<file path="src/hw/rtl/fte_pkg.sv">
// Shared types, constants and match helpers for the fact table rule engine.
// No dependencies.
package fte_pkg;

	localparam int FACT_DEPTH = 256;
	localparam int RULE_DEPTH = 16;
	localparam int ARG_WIDTH  = 16;
	localparam int PRED_WIDTH = 10;
	localparam int FACT_AW    = $clog2(FACT_DEPTH);
	localparam int RULE_AW    = $clog2(RULE_DEPTH);
	localparam int CNT_W      = FACT_AW + 1;
	localparam int RCNT_W     = RULE_AW + 1;
	localparam int ATOM_W     = PRED_WIDTH + 3 * ARG_WIDTH;
	localparam int RULE_W     = 2 * ATOM_W;

	localparam logic [PRED_WIDTH-1:0] PRED_FORBID = PRED_WIDTH'(999);
	localparam logic [PRED_WIDTH-1:0] PRED_PERMIT = PRED_WIDTH'(998);

	localparam logic [2:0] KIND_ADD   = 3'd0;
	localparam logic [2:0] KIND_QUERY = 3'd1;
	localparam logic [2:0] KIND_APPLY = 3'd2;
	localparam logic [2:0] KIND_CHECK = 3'd3;
	localparam logic [2:0] KIND_STORE = 3'd4;
	localparam logic [2:0] KIND_RUN   = 3'd5;

	localparam logic REG_RULE_COUNT = 1'b0;

	typedef struct packed {
		logic [2:0]                  kind;
		logic [PRED_WIDTH-1:0]       pred;
		logic signed [ARG_WIDTH-1:0] arg_first;
		logic signed [ARG_WIDTH-1:0] arg_second;
		logic signed [ARG_WIDTH-1:0] arg_third;
		logic [PRED_WIDTH-1:0]       hd_pred;
		logic signed [ARG_WIDTH-1:0] head_first;
		logic signed [ARG_WIDTH-1:0] head_second;
		logic signed [ARG_WIDTH-1:0] head_third;
		logic [RULE_AW-1:0]          rule_slot;
	} req_t;

	typedef struct packed {
		logic             found;
		logic             fired;
		logic             permitted;
		logic             full_res;
		logic [8:0]       pass_count;
		logic [CNT_W-1:0] fact_total;
	} res_t;

	typedef struct packed {
		logic [PRED_WIDTH-1:0]       pred;
		logic signed [ARG_WIDTH-1:0] a0;
		logic signed [ARG_WIDTH-1:0] a1;
		logic signed [ARG_WIDTH-1:0] a2;
	} atom_t;

	// controller -> datapath
	typedef struct packed {
		logic accept;
		logic append_req;
		logic store_rule;
		logic ld_chk;
		logic chk_permit;
		logic i_clr;
		logic i_inc;
		logic j_clr;
		logic j_inc;
		logic rd_inner;
		logic cap_cand;
		logic use_cand;
		logic append_cand;
		logic set_found;
		logic set_perm;
		logic r_clr;
		logic r_inc;
		logic pass_inc;
		logic chg_clr;
		logic chg_set;
		logic ld_rule;
		logic res_load;
	} cmd_t;

	// datapath -> controller
	typedef struct packed {
		logic [2:0] kind;
		logic       i_end;
		logic       j_end;
		logic       match;
		logic       n_zero;
		logic       r_last;
		logic       pass_over;
		logic       rfired;
		logic       changed;
		logic       out_free;
	} sts_t;

	// negative probe argument is a wildcard
	function automatic logic fact_match(atom_t f, atom_t p);
		logic m;
		m = (f.pred == p.pred);
		if (!p.a0[ARG_WIDTH-1] && f.a0 != p.a0) m = 1'b0;
		if (!p.a1[ARG_WIDTH-1] && f.a1 != p.a1) m = 1'b0;
		if (!p.a2[ARG_WIDTH-1] && f.a2 != p.a2) m = 1'b0;
		return m;
	endfunction

	// head argument: literal, or copy of an argument of the matched fact
	function automatic logic signed [ARG_WIDTH-1:0] head_sel(
		logic signed [ARG_WIDTH-1:0] h, atom_t f);
		logic signed [ARG_WIDTH-1:0] v;
		if (!h[ARG_WIDTH-1]) v = h;
		else if (h == -ARG_WIDTH'(1)) v = f.a0;
		else if (h == -ARG_WIDTH'(2)) v = f.a1;
		else v = f.a2;
		return v;
	endfunction

endpackage

</file>
<file path="src/hw/rtl/fte_ctrl.sv">
// Sequencer for the rule engine: dispatches requests and steps the scans.
// Depends on fte_pkg.
module fte_ctrl import fte_pkg::*; (
	input  logic clk,
	input  logic arst_n,
	input  logic req_valid,
	output logic req_stall,
	input  sts_t sts,
	output cmd_t cmd
);
	typedef enum logic [3:0] {
		ST_IDLE, ST_DISP, ST_QRD, ST_QCMP, ST_ORD, ST_OCMP,
		ST_IRD, ST_ICMP, ST_AEND, ST_RLD, ST_RLAT, ST_DONE
	} state_t;

	state_t state_q, state_d;
	logic   ph_q, ph_d;

	assign req_stall = (state_q != ST_IDLE);

	always_comb begin
		cmd     = '0;
		state_d = state_q;
		ph_d    = ph_q;
		unique case (state_q)
			ST_IDLE: begin
				if (req_valid) begin
					cmd.accept = 1'b1;
					state_d    = ST_DISP;
				end
			end
			ST_DISP: begin
				case (sts.kind)
					KIND_ADD: begin
						cmd.append_req = 1'b1;
						state_d        = ST_DONE;
					end
					KIND_QUERY: begin
						cmd.i_clr = 1'b1;
						state_d   = ST_QRD;
					end
					KIND_APPLY: begin
						cmd.i_clr = 1'b1;
						state_d   = ST_ORD;
					end
					KIND_CHECK: begin
						cmd.ld_chk = 1'b1;
						cmd.i_clr  = 1'b1;
						ph_d       = 1'b0;
						state_d    = ST_QRD;
					end
					KIND_STORE: begin
						cmd.store_rule = 1'b1;
						state_d        = ST_DONE;
					end
					KIND_RUN: begin
						if (sts.n_zero) state_d = ST_DONE;
						else begin
							cmd.r_clr   = 1'b1;
							cmd.chg_clr = 1'b1;
							state_d     = ST_RLD;
						end
					end
					default: state_d = ST_DONE;
				endcase
			end
			ST_QRD: begin
				if (sts.i_end) begin
					if (sts.kind == KIND_CHECK && !ph_q) begin
						// no forbid fact: look for a permit fact
						cmd.ld_chk     = 1'b1;
						cmd.chk_permit = 1'b1;
						cmd.i_clr      = 1'b1;
						ph_d           = 1'b1;
					end else state_d = ST_DONE;
				end else state_d = ST_QCMP;
			end
			ST_QCMP: begin
				if (sts.match) begin
					if (sts.kind == KIND_QUERY) cmd.set_found = 1'b1;
					else if (ph_q) cmd.set_perm = 1'b1;
					state_d = ST_DONE;
				end else begin
					cmd.i_inc = 1'b1;
					state_d   = ST_QRD;
				end
			end
			ST_ORD: begin
				state_d = sts.i_end ? ST_AEND : ST_OCMP;
			end
			ST_OCMP: begin
				if (sts.match) begin
					cmd.cap_cand = 1'b1;
					cmd.j_clr    = 1'b1;
					state_d      = ST_IRD;
				end else begin
					cmd.i_inc = 1'b1;
					state_d   = ST_ORD;
				end
			end
			ST_IRD: begin
				cmd.rd_inner = 1'b1;
				if (sts.j_end) begin
					cmd.append_cand = 1'b1;
					cmd.i_inc       = 1'b1;
					state_d         = ST_ORD;
				end else state_d = ST_ICMP;
			end
			ST_ICMP: begin
				cmd.use_cand = 1'b1;
				if (sts.match) begin
					cmd.i_inc = 1'b1;
					state_d   = ST_ORD;
				end else begin
					cmd.j_inc = 1'b1;
					state_d   = ST_IRD;
				end
			end
			ST_AEND: begin
				if (sts.kind != KIND_RUN) state_d = ST_DONE;
				else if (!sts.r_last) begin
					cmd.chg_set = sts.rfired;
					cmd.r_inc   = 1'b1;
					state_d     = ST_RLD;
				end else begin
					cmd.pass_inc = 1'b1;
					if ((sts.changed || sts.rfired) && !sts.pass_over) begin
						cmd.r_clr   = 1'b1;
						cmd.chg_clr = 1'b1;
						state_d     = ST_RLD;
					end else state_d = ST_DONE;
				end
			end
			ST_RLD:  state_d = ST_RLAT;
			ST_RLAT: begin
				cmd.ld_rule = 1'b1;
				cmd.i_clr   = 1'b1;
				state_d     = ST_ORD;
			end
			ST_DONE: begin
				if (sts.out_free) begin
					cmd.res_load = 1'b1;
					state_d      = ST_IDLE;
				end
			end
			default: state_d = ST_IDLE;
		endcase
	end

	always_ff @(posedge clk or negedge arst_n) begin
		if (!arst_n) begin
			state_q <= ST_IDLE;
			ph_q    <= 1'b0;
		end else begin
			state_q <= state_d;
			ph_q    <= ph_d;
		end
	end
endmodule

</file>
<file path="config.mk">
export PLATFORM = sky130hd
export DESIGN_NAME = fte_ctrl
export DESIGN_NICKNAME = d
export VERILOG_FILES = /design/src/hw/rtl/fte_pkg.sv /design/src/hw/rtl/fte_ctrl.sv
export SDC_FILE = /design/constraint.sdc
export NUM_CORES = 1
export LEC_CHECK = 0
export ABC_AREA = 1
export BUFFER_PORTS_ARGS = -buffer_cell sky130_fd_sc_hd__buf_2
export CORE_MARGIN = 3
export CORE_UTILIZATION = 40
export CTS_CLUSTER_SIZE = 10
export DETAILED_ROUTE_END_ITERATION = 7
export PLACE_DENSITY = 0.74
export SYNTH_ARGS = -nofsm -noshare
export SYNTH_HDL_FRONTEND = slang
export SYNTH_SLANG_ARGS = --single-unit
export TNS_END_PERCENT = 20
</file>
<file path="constraint.sdc">
create_clock -name clk -period 2.55 [get_ports clk]
set_input_delay 0.255 -clock clk [delete_from_list [all_inputs] [get_ports clk]]
set_output_delay 0.255 -clock clk [all_outputs]
set_load 0.005 [all_outputs]
</file>
==> results.sh, run 1 <==
export IMPL_status="complete, no violations"
export IMPL_r2r_start="state_q[3]"
export IMPL_synth_xor_area_share_pct=0
export IMPL_synth_distinct_cells=24
export IMPL_critPathBufInv=1
export IMPL_grt_total_usage_pct=18.2
export IMPL_synth_compound_area_share_pct=11.4
export IMPL_multiInputGateArea_um2=449
export IMPL_path_class="flop to primary output"
export IMPL_drive_gt1_share_pct=36.1
export IMPL_place_gp_congestion=0.874
export IMPL_crit_cells=4
export IMPL_drc_errors=0
export IMPL_num_rows=14
export IMPL_min_path_type="primary input to flop"
export IMPL_grt_ovfl_total=0
export IMPL_regToRegEndpoint="state_q[1]"
export IMPL_slew_viol_final=0
export IMPL_setup_tns_ps=0
export IMPL_cts_setup_buffers=0
export IMPL_synth_area_leaders="nand2_1 20%, dfrtp_1 19%, nor2_1 12%"
export IMPL_netlist_area_um2=672
export IMPL_cts_hold_buf=1
export IMPL_slew_limit_headroom_pct=79.9
export IMPL_cts_sinks=5
export IMPL_clk_path_buf_depth=2
export IMPL_crit_path_end="cmd[16]"
export IMPL_wirelength_um=1860
export IMPL_drtPass1Iterations=4
export IMPL_ff2ff_path_depth=6
export IMPL_dp_hpwl_um=1590
export IMPL_worst_pin_slew_ps=302
export IMPL_irDropWorstVdd_v=0.000541
export IMPL_numCtsBuffers=3
export IMPL_endpoint_kind="primary output"
export IMPL_crit_family="simple AND/OR/NAND/NOR gates"
export IMPL_postRouteAntennaNets=0
export IMPL_cp_slowest_cell="dfrtp_1"
export IMPL_start_util_pct=43.6
export IMPL_max_freq_ghz=0.559
export IMPL_avgViaCountPerCell=4.92
export IMPL_synth_edf_count=0
export IMPL_io_pins=38
export IMPL_grt_pass1_wl_um=2820
export IMPL_avgRoutedWirePerCell_um=10.7
export IMPL_yosys_area_top_type="nand2_1"
export IMPL_crit_arrival_ps=1530
export IMPL_grt_pass1_vias=695
export IMPL_clock_root_buffer="clkbuf_4"
export IMPL_cp_data_required_time_ps=2300
export IMPL_final_nets=174
export IMPL_area_growth_synth_to_final_pct=32.0
export IMPL_hold_viol_final=0
export IMPL_htree_levels=1
export IMPL_drt_iter0_markers=27
export IMPL_seq_area_um2=125
export IMPL_antennaDiodeCount=0
export IMPL_cts_reportedPaths_clkPinSlew_ps=40
export IMPL_syn_area_per_cell_um2=5.65
export IMPL_fin_crit_ps=1790
export IMPL_critPathLaunch="state_q[3]"
export IMPL_worstSkewPairLatency_ps=240
export IMPL_synth_simple_area_share_pct=55.5
export IMPL_synthCells=119
export IMPL_p_per_area_nw_per_um2=826
export IMPL_async_flop_share_pct=100
export IMPL_cap_violations=0
export IMPL_max_stage_delay_ps=420
export IMPL_rsz0062_at_grt="false"
export IMPL_yosysSeqAreaShare_pct=18.6
export IMPL_crit_chain="nor2_2 > nand3_1 > o311ai_0 > buf_2"
export IMPL_setup_viol=0
export IMPL_chipWidth_um=47.0
export IMPL_cp_start_kind="flop"
export IMPL_synthesis_nets=134
export IMPL_synth_top_family_by_area="simple AND/OR/NAND/NOR gates"
export IMPL_synth_area_mux_share_pct=0
export IMPL_fin_crit_sh_pct=70.2
export IMPL_ff2ff_setup_slack_ps=1190
export IMPL_port_buffers=37
export IMPL_fp_dieH_um=47.0
export IMPL_cp_max_fo=6
export IMPL_synth_top_area_share_pct=19.6
export IMPL_p_leak_nw=0.569
export IMPL_p_total_mw=0.733
export IMPL_synth_flop_cell="dfrtp_1"
export IMPL_antenna_found_initial=0
export IMPL_die_area_um2=2210
export IMPL_via_count=856
export IMPL_postCtsResizedCells=0
export IMPL_core_area_um2=1540
export IMPL_synth_seq_cells=5
export IMPL_synthAdderAreaFrac_pct=0
export IMPL_fill_cells=166
export IMPL_ys_warn_count=0
export IMPL_grt_max_degree=9
export IMPL_cts_tree="done"
export IMPL_finClkSkew_ps=3.81
-- cell usage in the layout (no fill, tap or decap) --
| master | count |
|---|---|
| nand2_2 | 3 |
| o21bai_1 | 1 |
| o21ai_0 | 2 |
| and2_1 | 1 |
| nor2_2 | 4 |
| o21ai_1 | 5 |
| nor2_4 | 1 |
| o311ai_0 | 1 |
| nand2_1 | 35 |
| buf_2 | 37 |
| o2111ai_1 | 1 |
| nor3_4 | 1 |
| nand4_1 | 2 |
| inv_1 | 14 |
| clkbuf_1 | 1 |
| inv_2 | 5 |
| a21oi_1 | 2 |
| o22ai_1 | 1 |
| nand3_2 | 2 |
| dlygate4sd3_1 | 1 |
| nor4_2 | 1 |
| clkbuf_4 | 3 |
| nor2_1 | 21 |
| dfrtp_1 | 5 |
| nor3_1 | 1 |
| nand3_1 | 7 |
-- sequential cells by signal, indices dropped and copies added, names as in the netlist --
name     count
ph_q         1
state_q      4
-- through the flow --
step	instance area, um^2	instances	hold WS, ps	util, %	worst slack, ps
after floorplan	672	119	-40.6	-	1080
after global placement	851	169	70.0	55.2	1090
after detailed placement	851	169	72.7	55.2	1020
after CTS	887	174	339	57.5	757
after global routing	887	174	371	57.5	597
final	887	174	336	57.5	761
-- logic make-up after synthesis --
logic type | Yosys count
DFF | 5
buffers and inverters | 22
and+or+nand+nor | 79
AOI/OAI and AO/OA | 13
-- per-layer routing --
| metal | wire length, um | up-vias | GRT usage [%] |
|---|---|---|---|
| li1 | - | 455 | - |
| met1 | 834 | 359 | 24.6 |
| met2 | 839 | 38 | 26.8 |
| met3 | 146 | 4 | 3.83 |
| met4 | 37 | 0 | 9.94 |
| met5 | 0 | - | 0 |
-- layout make-up --
cell class                      instances  share of cell area (%)
Timing Repair Buffer                   38                    22.0
Clock buffer                            4                    2.96
Multi-Input combinational cell         92                    50.6
Inverter                               19                    8.04
Sequential cell                         5                    14.1
Tap cell                               16                    2.26
-- Yosys cell counts (all sizes together) (2+ instances only) --
cell type,instances
nand3,9
o21ai,7
buf,3
a21oi,2
dfrtp,5
nand4,2
nor2,26
nand2,38
nor3,2
inv,19
-- how the worst min path moves through the flow --
stage	from	end	slack (ps)	cells past startpoint
final	sts[0]	state_q[3]	340	4
after floorplan	arst_n	ph_q	-40	0
after global routing	arst_n	state_q[1]	370	2
after global placement	arst_n	state_q[0]	70	1
after CTS	arst_n	state_q[1]	340	2
after detailed placement	arst_n	state_q[0]	70	1
-- worst min-delay path, cell delays in order --
cell	delay [ps]
buf_2	80
inv_1	50
nand2_1	100
nand2_1	60
-- power by group --
part / switching [mW] / internal (mW)
sequential: 0.0517 / 0.118
clock: 0.0319 / 0.0591
combinational: 0.307 / 0.165
No activity file was read; power rests on OpenSTA's default activity.
==> run 2, diff against run 1 <==
--- a/config.mk
+++ b/config.mk
@@ -5,7 +5,7 @@
 export SDC_FILE = /design/constraint.sdc
 export NUM_CORES = 1
 export LEC_CHECK = 0
-export ABC_AREA = 1
+export ABC_AREA = 0
 export BUFFER_PORTS_ARGS = -buffer_cell sky130_fd_sc_hd__buf_2
 export CORE_MARGIN = 3
 export CORE_UTILIZATION = 40
==> constraint.sdc (replaced) <==
create_clock -name clk -period 1.6 [get_ports clk]
set_input_delay 0.16 -clock clk [delete_from_list [all_inputs] [get_ports clk]]
set_output_delay 0.16 -clock clk [all_outputs]
set_load 0.005 [all_outputs]
==> results.sh, run 2 <==
export IMPL_cts_reportedPaths_clkPinSlew_ps=40
export IMPL_final_cell_mix="37 x buf_2, 7 x o21ai_0, 7 x buf_4"
export IMPL_synthTopCellsByCount="9 x nor2_1, 8 x nand2_1, 7 x o21ai_0"
export IMPL_switchingPower_mw=0.858
export IMPL_swShare_pct=45.0
export IMPL_dp_slack_ps=-108
export IMPL_yosysMostFrequentCell="nor2_1"
export IMPL_drc_errors=0
export IMPL_violations="negative setup slack"
export IMPL_grt_max_degree=19
export IMPL_slew_viol_final=0
export IMPL_setup_slack_ps=-351
export IMPL_avgViaCountPerCell=5.47
export IMPL_ff2ff_path_depth=5
export IMPL_synthesis_nets=121
export IMPL_path_class="flop to primary output"
export IMPL_p_per_area_nw_per_um2=1610
export IMPL_irDropWorstVdd_v=0.00126
export IMPL_fp_dieH_um=49.7
export IMPL_p_seq_share_pct=13.2
export IMPL_p_comb_share_pct=79.4
export IMPL_start_util_pct=43.3
export IMPL_fin_crit_sh_pct=122
export IMPL_port_buffers=37
export IMPL_cap_violations=0
export IMPL_synth_area_leaders="dfrtp_1 16%, o21ai_0 4.6%, nor2_1 4.4%"
export IMPL_finClkSkew_ps=0.846
export IMPL_chipWidth_um=49.7
export IMPL_synth_flop_cell="dfrtp_1"
export IMPL_worstSkewPairLatency_ps=240
export IMPL_hold_slack_ps=249
export IMPL_synth_edf_count=0
export IMPL_grt_ovfl_total=0
export IMPL_crit_chain="or4b_4 > or2_4 > o21a_1 > o21ai_2 > buf_2"
export IMPL_num_rows=15
export IMPL_clk_path_buf_depth=2
export IMPL_grt_total_usage_pct=20.4
export IMPL_synth_seq_cells=5
export IMPL_postRouteAntennaNets=0
export IMPL_p_int_mw=1.05
export IMPL_cp_max_fo=3
export IMPL_p_leak_nw=0.564
export IMPL_antennaDiodeCount=0
export IMPL_final_nets=167
export IMPL_pwr_share_clk_pct=7.4
export IMPL_drt_iter0_markers=18
export IMPL_hold_viol_final=0
export IMPL_min_path_type="primary input to async pin"
export IMPL_max_freq_ghz=0.513
export IMPL_drive_gt1_share_pct=51.0
export IMPL_largest_reg_flops=4
export IMPL_area_growth_synth_to_final_pct=55.4
export IMPL_drtPass1Iterations=4
export IMPL_antenna_found_initial=0
export IMPL_core_area_um2=1760
export IMPL_htree_levels=1
export IMPL_netlist_area_um2=763
export IMPL_via_count=962
export IMPL_cp_slowest_cell="or4b_4"
export IMPL_yosysSeqAreaShare_pct=16.4
export IMPL_syn_area_per_cell_um2=7.20
export IMPL_grt_pass1_wl_um=3950
export IMPL_cts_tree="done"
export IMPL_rsz0062_at_grt="true"
export IMPL_ff2ff_setup_slack_ps=-90
export IMPL_setup_viol=13
export IMPL_slew_limit_headroom_pct=78.0
export IMPL_wirelength_um=2360
export IMPL_synth_distinct_cells=44
export IMPL_grt_pass1_vias=905
export IMPL_ys_warn_count=0
export IMPL_worst_pin_slew_ps=330
export IMPL_regToRegEndpoint="state_q[1]"
export IMPL_synthCells=106
export IMPL_async_flop_share_pct=100
export IMPL_max_stage_delay_ps=540
export IMPL_status="finished with violations"
export IMPL_synth_top_area_share_pct=16.4
export IMPL_cp_start_kind="flop"
export IMPL_yosys_area_top_type="dfrtp_1"
export IMPL_clock_root_buffer="clkbuf_4"
export IMPL_cp_data_required_time_ps=1440
export IMPL_avgRoutedWirePerCell_um=13.4
export IMPL_fin_crit_ps=1950
export IMPL_die_area_um2=2470
export IMPL_r2r_start="state_q[3]"
export IMPL_dp_hpwl_um=1830
export IMPL_endpoint_kind="primary output"
export IMPL_cts_sinks=5
export IMPL_numCtsBuffers=3
export IMPL_io_pins=38
export IMPL_place_gp_congestion=0.841
export IMPL_crit_arrival_ps=1790
export IMPL_final_common_cell="buf_2"
export IMPL_largest_register="state_q"
export IMPL_reg_top3="state_q (4), ph_q (1)"
-- run 2: cell types whose count changed after synthesis, moves of 5 or more --
cell / change
buf_2: +5
o21ai_0: +5
nor2_1: -12
inv_2: -5
nand2_1: -27
inv_1: -11
o21ai_1: -5
-- run 2: worst max path at each step --
stage	start	to	slack, ps	depth (start not counted)
floorplan	state_q[2]	cmd[16]	-40	4
global route	state_q[3]	cmd[16]	-420	5
finish	ph_q	cmd[16]	-350	5
CTS	ph_q	cmd[16]	-350	5
global placement	ph_q	cmd[16]	-100	5
detailed placement	ph_q	cmd[16]	-110	5
-- run 2: layer usage --
layer	up-vias	GRT usage, %	wire length (um)	part of all wire [%]
li1	480	-	-	-
met1	451	23.7	973	41
met2	25	37.0	1250	53
met3	6	2.72	84	3.6
met4	0	8.29	47	2.0
met5	-	0	0	0
-- run 2: area by class of cell --
class	count	area, um^2
multi-input cells	88	663
clock buffers	4	26.3
well taps	25	31.3
flip-flops and latches	5	126
inverters	3	11.3
repair buffers	51	328
fillers	164	578
-- run 2: power groups by stage --
stage	clock (mW)	combinational (mW)	sequential, mW
finish	0.141	1.51	0.251
global route	0.161	1.65	0.270
CTS	0.148	1.29	0.240
detailed placement	0	1.23	0.239
global placement	0	1.20	0.232
floorplan	0	0.814	0.240
-- run 2: cell families (layout without fill, tap and decap cells) --
logic type,Yosys count,in the layout,synth area share (%)
AO/OA/AOI/OAI,30,30,27.4
XOR/XNOR,2,2,2.30
buffers and inverters,13,58,8.20
flip-flops,5,5,16.4
multiplexers,2,2,2.79
AND/OR/NAND/NOR,54,54,43.0
-- run 2: critical path, delay by kind of cell, from the launching register on --
family | cells | cell delay, ps
compound gates | 2 | 270
buf+inv | 1 | 120
flops | 1 | 370
simple gates | 2 | 790
-- run 2: stage by stage --
| step | power [mW] | utilization (%) | instance area, um^2 | TNS, ps | std cells |
|---|---|---|---|---|---|
| after floorplan | 1.05 | - | 766 | -64.9 | 106 |
| after global placement | 1.43 | 57.9 | 1020 | -286 | 170 |
| after detailed placement | 1.46 | 57.9 | 1020 | -491 | 170 |
| after CTS | 1.68 | 61.3 | 1080 | -2390 | 175 |
| after global routing | 2.08 | 67.2 | 1190 | -3970 | 176 |
| final | 1.91 | 67.2 | 1190 | -2320 | 176 |
-- run 2: repair_timing --
action	4_1_cts	5_1_grt
setup endpoints to repair	19	24
hold endpoints to repair	5	0
pin swaps	2	3
resized for setup	8	24
buffers inserted	0	1
hold buffers	1	0
==> run 3, diff against run 2 <==
--- a/config.mk
+++ b/config.mk
@@ -7,7 +7,7 @@
 export LEC_CHECK = 0
 export ABC_AREA = 0
 export BUFFER_PORTS_ARGS = -buffer_cell sky130_fd_sc_hd__buf_2
-export CORE_MARGIN = 3
+export CORE_MARGIN = 5
 export CORE_UTILIZATION = 40
 export CTS_CLUSTER_SIZE = 10
 export DETAILED_ROUTE_END_ITERATION = 7
==> results.sh, run 3 (synthesis results as in run 2) <==
export IMPL_rsz0062_at_grt="true"
export IMPL_antenna_found_initial=0
export IMPL_worstSkewPairLatency_ps=240
export IMPL_htree_levels=1
export IMPL_fill_cells=174
export IMPL_cts_reportedPaths_clkPinSlew_ps=40
export IMPL_crit_arrival_ps=1800
export IMPL_cp_slowest_cell="or4b_4"
export IMPL_violations="negative setup slack"
export IMPL_ff2ff_path_depth=5
export IMPL_wirelength_um=2350
export IMPL_avgRoutedWirePerCell_um=13.4
export IMPL_cp_start_kind="flop"
export IMPL_p_leak_nw=0.549
export IMPL_irDropWorstVdd_v=0.00104
export IMPL_clk_path_buf_depth=2
export IMPL_critPathBufInv=1
export IMPL_via_count=986
export IMPL_final_area_um2=1130
export IMPL_numCtsBuffers=3
export IMPL_dp_hpwl_um=1830
export IMPL_slew_limit_headroom_pct=69.4
export IMPL_finClkSkew_ps=0.302
export IMPL_cts_sinks=5
export IMPL_drtPass1Iterations=4
export IMPL_placed_area_um2=1010
export IMPL_crit_family="simple AND/OR/NAND/NOR gates"
export IMPL_largest_register="state_q"
export IMPL_fp_dieH_um=53.7
export IMPL_p_total_mw=1.79
export IMPL_final_common_cell="buf_2"
export IMPL_num_rows=15
export IMPL_reg_top3="state_q (4), ph_q (1)"
export IMPL_regToRegEndpoint="state_q[1]"
export IMPL_area_growth_synth_to_final_pct=47.5
export IMPL_core_area_um2=1760
export IMPL_start_util_pct=43.3
export IMPL_grt_total_usage_pct=16.9
export IMPL_grt_pass1_vias=883
export IMPL_max_stage_delay_ps=540
export IMPL_worst_pin_slew_ps=453
export IMPL_fin_crit_ps=1960
export IMPL_grt_max_degree=15
export IMPL_status="finished with violations"
export IMPL_p_per_area_nw_per_um2=1590
export IMPL_antennaDiodeCount=0
export IMPL_drt_iter0_markers=21
export IMPL_crit_chain="or4b_4 > or2_4 > o21a_1 > o21ai_2 > buf_2"
export IMPL_final_nets=166
export IMPL_largest_reg_flops=4
export IMPL_ff2ff_setup_slack_ps=-90
export IMPL_r2r_start="state_q[3]"
export IMPL_hold_viol_final=0
export IMPL_clock_root_buffer="clkbuf_4"
export IMPL_grt_pass1_wl_um=3630
export IMPL_path_class="flop to primary output"
export IMPL_max_freq_ghz=0.510
export IMPL_slew_viol_final=0
export IMPL_drive_gt1_share_pct=47.3
export IMPL_min_path_type="primary input to async pin"
export IMPL_setup_slack_ps=-362
export IMPL_port_buffers=37
export IMPL_chipWidth_um=53.7
export IMPL_grt_ovfl_total=0
export IMPL_die_area_um2=2880
export IMPL_io_pins=38
export IMPL_avgViaCountPerCell=5.63
export IMPL_cap_violations=0
export IMPL_place_gp_congestion=0.847
export IMPL_endpoint_kind="primary output"
export IMPL_cts_tree="done"
export IMPL_final_cell_mix="37 x buf_2, 10 x buf_4, 8 x nand2_1"
export IMPL_fin_crit_sh_pct=123
export IMPL_postRouteAntennaNets=0
export IMPL_cp_data_required_time_ps=1440
export IMPL_setup_viol=11
export IMPL_cp_max_fo=3
export IMPL_drc_errors=0
## run 3: changes by cell type in the layout (fill, tap and decap cells not counted), sizes merged
cell,previous run,this run
buf,50,49
## run 3: per-layer routing
metal / vias up / part of all wire [%] / track usage (%)
li1: 481 / - / -
met1: 452 / 38 / 18.9
met2: 45 / 52 / 31.3
met3: 8 / 7.7 / 1.39
met4: 0 / 3.0 / 8.94
met5: - / 0 / 0
## run 3: worst max path at each step
stage	from	slack [ps]	cells past startpoint	endpoint
6_report	state_q[2]	-360	5	cmd[16]
5_1_grt	state_q[2]	-430	5	cmd[16]
4_1_cts	state_q[2]	-370	5	cmd[16]
3_5_place_dp	ph_q	-140	5	cmd[16]
3_3_place_gp	ph_q	-120	5	cmd[16]
2_1_floorplan	state_q[2]	-40	4	cmd[16]
## run 3: per-stage QoR
step	worst slack, ps	hold slack (ps)	util, %	std cells	setup TNS (ps)
global route	-429	282	63.8	175	-2650
floorplan	-40.8	-136	-	106	-64.9
detailed placement	-139	-24.9	57.4	169	-314
finish	-362	257	63.8	175	-1700
CTS	-370	251	60.7	175	-2270
global placement	-123	-27.6	57.4	169	-259
## run 3: timing repair
action / CTS / global route
pin swaps: 3 / 3
endpoints found under the setup margin: 14 / 22
hold buffers: 1 / 0
resized for setup: 4 / 14
buffers inserted: 1 / 0
hold endpoints to repair: 5 / 0
## run 3: final cells by class
cell class                      instances  area (um^2)  area share [%]
Inverter                                3         11.3            1.00
Tap cell                               25         31.3            2.78
Sequential cell                         5          125            11.1
Timing Repair Buffer                   50          293            26.0
Multi-Input combinational cell         88          639            56.8
Clock buffer                            4         26.3            2.33
## run 3: power breakdown
| part | total (mW) | leakage, nW | internal, mW | switching, mW |
|---|---|---|---|---|
| combinational | 1.40 | 0.472 | 0.690 | 0.706 |
| sequential | 0.248 | 0.0621 | 0.190 | 0.0580 |
| clock | 0.142 | 0.0150 | 0.0940 | 0.0475 |
